File: config.mk
export PLATFORM = sky130hd
export DESIGN_NAME = cau_front
export DESIGN_NICKNAME = d
export VERILOG_FILES = /design/src/hw/rtl/cau_pkg.sv /design/src/hw/rtl/cau_front.sv
export SDC_FILE = /design/constraint.sdc
export NUM_CORES = 1
export LEC_CHECK = 0
export BUFFER_PORTS_ARGS = -buffer_cell sky130_fd_sc_hd__buf_2
export CAP_MARGIN = 25
export CORE_UTILIZATION = 30
export DETAILED_ROUTE_END_ITERATION = 10
export PLACE_DENSITY_LB_ADDON = 0.25
export SLEW_MARGIN = 20
export SYNTH_ARGS = -nofsm -noshare
export SYNTH_HDL_FRONTEND = slang
export SYNTH_SLANG_ARGS = --single-unit
File: constraint.sdc
create_clock -name clk_i -period 4.4 [get_ports clk_i]
set_input_delay 0.22 -clock clk_i [delete_from_list [all_inputs] [get_ports clk_i]]
set_output_delay 0.22 -clock clk_i [all_outputs]
set_load 0.1 [all_outputs]
File: src/hw/rtl/cau_pkg.sv
// shared types, widths and helpers for the complex arithmetic unit
// no dependencies
package cau_pkg;

  localparam int FracBits  = 16;
  localparam int DataW     = 32;
  localparam int ProdW     = 2 * DataW;
  localparam int SumW      = ProdW + 1;
  localparam int MagW      = ProdW;
  localparam int QuoW      = DataW + 1;
  localparam int NumW      = MagW + FracBits;
  localparam int CmpW      = MagW + QuoW;
  localparam int DivStages = QuoW + 1;

  typedef enum logic [1:0] {
    CmdAdd = 2'd0,
    CmdSub = 2'd1,
    CmdMul = 2'd2,
    CmdDiv = 2'd3
  } cmd_e;

  typedef enum logic [1:0] {
    StOk       = 2'd0,
    StDivZero  = 2'd1,
    StOverflow = 2'd2
  } status_e;

  typedef struct packed {
    cmd_e                    command;
    logic signed [DataW-1:0] a_re;
    logic signed [DataW-1:0] a_im;
    logic signed [DataW-1:0] b_re;
    logic signed [DataW-1:0] b_im;
  } cau_in_t;

  typedef struct packed {
    logic signed [DataW-1:0] res_re;
    logic signed [DataW-1:0] res_im;
    status_e                 status;
  } cau_out_t;

  typedef struct packed {
    cmd_e                    cmd;
    logic                    div_zero;
    logic signed [DataW-1:0] a_re;
    logic signed [DataW-1:0] a_im;
    logic signed [DataW-1:0] b_re;
    logic signed [DataW-1:0] b_im;
  } cau_item_t;

  typedef struct packed {
    logic             valid;
    cmd_e             cmd;
    logic             div_zero;
    logic             neg_re;
    logic             neg_im;
    logic [DataW-1:0] pre_re;
    logic [DataW-1:0] pre_im;
    logic             pre_ovf;
  } cau_side_t;

  typedef struct packed {
    logic [DataW-1:0] val;
    logic             ovf;
  } cau_sat_t;

  localparam logic [QuoW-1:0] NegLim = QuoW'(1) << (DataW - 1);

  // clamp a sign/magnitude value to the signed word range
  function automatic cau_sat_t sat_mag(input logic neg, input logic big,
                                       input logic [QuoW-1:0] mag);
    cau_sat_t r;
    r.ovf = 1'b0;
    if (neg) begin
      if (big || (mag > NegLim)) begin
        r.val = {1'b1, {(DataW-1){1'b0}}};
        r.ovf = 1'b1;
      end else begin
        r.val = DataW'(QuoW'(0) - mag);
      end
    end else begin
      if (big || (mag[QuoW-1:DataW-1] != '0)) begin
        r.val = {1'b0, {(DataW-1){1'b1}}};
        r.ovf = 1'b1;
      end else begin
        r.val = mag[DataW-1:0];
      end
    end
    return r;
  endfunction

endpackage

File: src/hw/rtl/cau_front.sv
// front end: accepts input words, flags divide by zero, holds them in a
// two-entry queue for the back end; uses cau_pkg
module cau_front (
  input  logic                clk_i,
  input  logic                rst_ni,
  input  logic                in_valid_i,
  output logic                in_ready_o,
  input  cau_pkg::cau_in_t    in_i,
  input  logic                pop_i,
  output logic                item_valid_o,
  output cau_pkg::cau_item_t  item_o
);

  cau_pkg::cau_item_t mem_q [2];
  cau_pkg::cau_item_t cls;
  logic               wr_ptr_q;
  logic               rd_ptr_q;
  logic [1:0]         cnt_q;
  logic               push;
  logic               pop;

  always_comb begin
    cls.cmd      = in_i.command;
    cls.div_zero = (in_i.command == cau_pkg::CmdDiv) && (in_i.b_re == '0) &&
                   (in_i.b_im == '0);
    cls.a_re     = in_i.a_re;
    cls.a_im     = in_i.a_im;
    cls.b_re     = in_i.b_re;
    cls.b_im     = in_i.b_im;
  end

  assign in_ready_o   = (cnt_q != 2'd2);
  assign push         = in_valid_i && in_ready_o;
  assign item_valid_o = (cnt_q != 2'd0);
  assign pop          = pop_i && item_valid_o;
  assign item_o       = mem_q[rd_ptr_q];

  always_ff @(posedge clk_i) begin
    if (push) begin
      mem_q[wr_ptr_q] <= cls;
    end
  end

  always_ff @(posedge clk_i or negedge rst_ni) begin
    if (!rst_ni) begin
      wr_ptr_q <= 1'b0;
      rd_ptr_q <= 1'b0;
      cnt_q    <= 2'd0;
    end else begin
      wr_ptr_q <= wr_ptr_q ^ push;
      rd_ptr_q <= rd_ptr_q ^ pop;
      cnt_q    <= cnt_q + 2'(push) - 2'(pop);
    end
  end

endmodule

## Word level (Yosys, flattened, before mapping)

Memories as Yosys holds them, arrays and structs flattened.
Cells that the tools add are included.

- Register bits: 4
- Latch bits: 0
- Bits in writable memories: 262
- ROM bits: 0
- Input port bits: 134
- Output and inout port bits: 133
- Logic and storage cells: 19
- Memories kept: 1

- Add/sub/neg operators: 2
- Multiply operators: 0
- Div/mod/pow operators: 0
- Order comparisons: 0
- Equality and inequality tests: 2
- Shift operators: 0
- Multiplexer cells: 2
- Bitwise logic cells: 2
- Reduce and logical (&&, ||, !) cells: 7

Memories:

| name | words | bits a word | read ports | clocked after memory_dff | write ports | line | text |
|---|---|---|---|---|---|---|---|
| mem_q | 2 | 131 | 1 | 0 | 1 | cau_front.sv:14 | `cau_pkg::cau_item_t mem_q [2];` |

Operator list:

| operator | number |
|---|---|
| zero test 32 bit | 2 |
| logical AND 1 bit | 4 |
| adder 2 x 1 -> 2 bit | 1 |
| == test 2 bit, second input constant | 1 |
| two-way mux 1 bit | 2 |
| != test 2 bit, second input constant | 1 |
| nonzero test 2 bit | 1 |
| subtractor 2 x 1 -> 2 bit | 1 |
| bitwise XOR 1 bit | 2 |

## Logic depth before layout (Yosys ltp)

- Depth after elaboration: 4
- Gate-level depth with buffers: 7

## Least setup slack after synthesis

OpenSTA, ideal clock, no wires.

- Path kind: register -> register
- From: reg cnt_q[0]
- To: mem mem_q[1][0] (netlist name), enable pin
- Library setup time: 507 ps
- Arrival: 4474 ps
- Data required time: 3893 ps
- Path slack: -580 ps
- Cell stages (with the launch flop): 5
- Buffers on the path: 0
- Clock period less this slack: 4980 ps
- Cell sequence: dfrtp_1 -> nand2b_1 -> nand2_1 -> inv_1 -> ha_1

- Word-level cells in the longest chain between the ends: 4

Ends and longest elaborated chain:

| what | line | text |
|---|---|---|
| from (decl) | cau_front.sv:18 | `logic [1:0] cnt_q;` |
| from (signal assigned) | cau_front.sv:52 | `cnt_q <= cnt_q + 2'(push) - 2'(pop);` |
| != test 2 bit | cau_front.sv:32 | `assign in_ready_o = (cnt_q != 2'd2);` |
| named net in_ready_o | cau_front.sv:7 | `output logic in_ready_o,` |
| logical AND 1 bit | cau_front.sv:33 | `assign push = in_valid_i && in_ready_o;` |
| two-way mux 1 bit | cau_front.sv:39 | `if (push) begin` |
| two-way mux 1 bit (implied by the code) | cau_front.sv:40 | `mem_q[wr_ptr_q] <= cls;` |
| to (decl) | cau_front.sv:14 |  |

The timed path passes the listed nets, and every way through them passes these cells.

==> out/metrics.cfg <==
[route]
wirelength_um=21600
drc_errors=0
firstDrtPassIters=4
vias_per_cell=4.23
drtIter0Drc=267
antenna_left=0
vias=5622
wl_per_cell_um=16.3

[finish]
fin_area_um2=13900
stdcell_count=1329
diodes=0
final_nets=1009
drive_gt1_share_pct=50.1
syn2layout_area_growth_pct=41.7

[sta]
setup_viol=0
fmax_ghz=0.339
finalHoldViolCount=0
whs_ns=0.0837
worst_pin_slew_ns=0.765
slew_violations=0
fin_ws_ns=1.45
period_share_pct=67.0
rsz0062_at_grt=no
slew_headroom_pct=49.0
period_needed_ns=2.95
finalClockSkew_ns=0.00587

[floorplanning]
die_h_um=183
core_area_um2=31900
rows=65
die_x_um=183
dieArea_um2=33500
initial_utilization_pct=30.9
pin_count=267

[global_route]
antenna_found_initial=0
grt_pass1_vias=5924
track_usage_pct=12.4
grt_max_degree=79
overflow=0
grt_first_pass_wirelength_um=32500

[critical_path]
arrival_ns=2.73
critical_path_class=flop to primary output
crit_family=flip-flops
endpoint_kind=primary output
cpPeakStageDelay_ns=0.89
r2r_slack_ns=2.27
start_kind=flop
slowest_stage=dfrtp_4
worstPathBufferInverterCount=2
cp_max_fo=78
cp.required_ns=4.18
path_cells=buf_12 -> mux2_2 -> buf_2

[synth]
async_flop_share_pct=1.50
ys.flop_type=edfxtp_1
synth_cells=450
synthXorXnorAreaFrac_pct=0.267
synth-seq-cells=266
yosysWarnings=0
synthDistinctLibCells=20
netlist.top_cell.by_area=edfxtp_1
synth-adder-area-share_pct=0.509
syn_avg_cell_area_um2=21.9
synth-seq-area-share_pct=81.0
synth_top_cell_area_share_pct=79.9
synth_area_leaders=edfxtp_1 80%, mux2_2 15%, buf_6 1.0%
synth_top_family_by_area=multiplexers
yosys.area_share.simple_pct=1.78
synth_area_um2=9840
syn_nets=588
synthMuxAreaShare_pct=15.0
synth-compound-area-share_pct=0
synth_edf_count=262
synthTopCellsByCount=262 x edfxtp_1, 131 x mux2_2, 14 x nor4_1
yosysMostFrequentCell=edfxtp_1

[place]
io_buffers=266
postPlaceCellArea_um2=11700
place_ws_ns=2.01
placed_cells=1142
dp_hpwl_um=13300
place.gp.congestion=0.692

[cts]
clkLatencyLatePin_ns=0.54
clock_sinks=266
cts_tree=done
htree_levels=1
clockBufferDepth=3
cts_root_buf=clkbuf_16
numCtsBuffers=30
postCtsSetupBuffers=0
clk_pin_slew_ns=0.06

[run_status]
run_status=complete, no violations

[hold_path]
min_path_type=input port to flop

[job]
max-cap-violations=0

through the flow:
step / utilization, % / setup TNS (ns)
6_report: 43.8 / 0
4_1_cts: 43.8 / 0
3_5_place_dp: 36.7 / 0
3_3_place_gp: 36.7 / 0
5_1_grt: 43.8 / 0
2_1_floorplan: - / -151.96
final timing paths:
| kind | endpoint | cells past startpoint | start |
|---|---|---|---|
| hold / removal | rd_ptr_q | 3 | pop_i |
| max in group asynchronous | rd_ptr_q | 3 | rst_ni |
| setup / recovery | item_o[96] | 3 | rd_ptr_q |
| setup reg to reg | mem_q[0][117] | 5 | cnt_q[1] |
| hold reg to reg | cnt_q[1] | 1 | cnt_q[1] |
| min in group asynchronous | rd_ptr_q | 3 | rst_ni |
final cells by class:
| type | instances | area [um^2] |
|---|---|---|
| multi-input combinational | 165 | 1750 |
| clock inverter | 19 | 136 |
| sequential | 266 | 7970 |
| tap | 435 | 544 |
| fill | 2893 | 17900 |
| clock buffer | 36 | 795 |
| timing repair buffer | 404 | 2740 |
| inverter | 4 | 15.0 |
per-layer routing:
layer	global-route usage (%)	wire length, um	up-vias
met5	0	0	-
met4	3.73	549	0
met3	3.14	1320	35
met2	20.9	10400	176
met1	15.7	9390	2749
li1	-	-	2662
repair_timing:
item | CTS | global route
endpoints found under the setup margin | 0 | 0
hold endpoints to repair | 264 | 0
hold buffers | 132 | 0
gates resized for setup | 0 | 0
cells in the final DEF, fill, tap and decap left out, drive strengths merged, types with 2 or more instances in the layout:
cell type	instances
buf	272
edfxtp	262
dlygate4sd3	132
mux2	131
clkbuf	36
clkinv	16
nor4	15
inv	5
dfrtp	4
ha	4
xnor2	2
nand3	2
nor4b	2
nand4	2
bufinv	2
kinds of logic (layout without fill, tap and decap cells):
group / Yosys count / in the layout
xor+xnor: 3 / 3
fa+ha+maj: 4 / 4
buf+inv: 19 / 463
flops: 266 / 266
mux: 131 / 131
simple gates: 27 / 27
worst min-delay path, cell delays in order:
cell,delay (ns)
buf_2,0.08
and2_1,0.19
xor2_1,0.09
state kept, by name (all words and copies together), names as in the netlist:
| name | flops |
|---|---|
| cnt_q | 2 |
| wr_ptr_q | 1 |
| mem_q | 262 |
| rd_ptr_q | 1 |
Power is left out: the tool's default activity adds up to more than one toggle a clock period on the data nets, which glitch-free logic cannot reach.
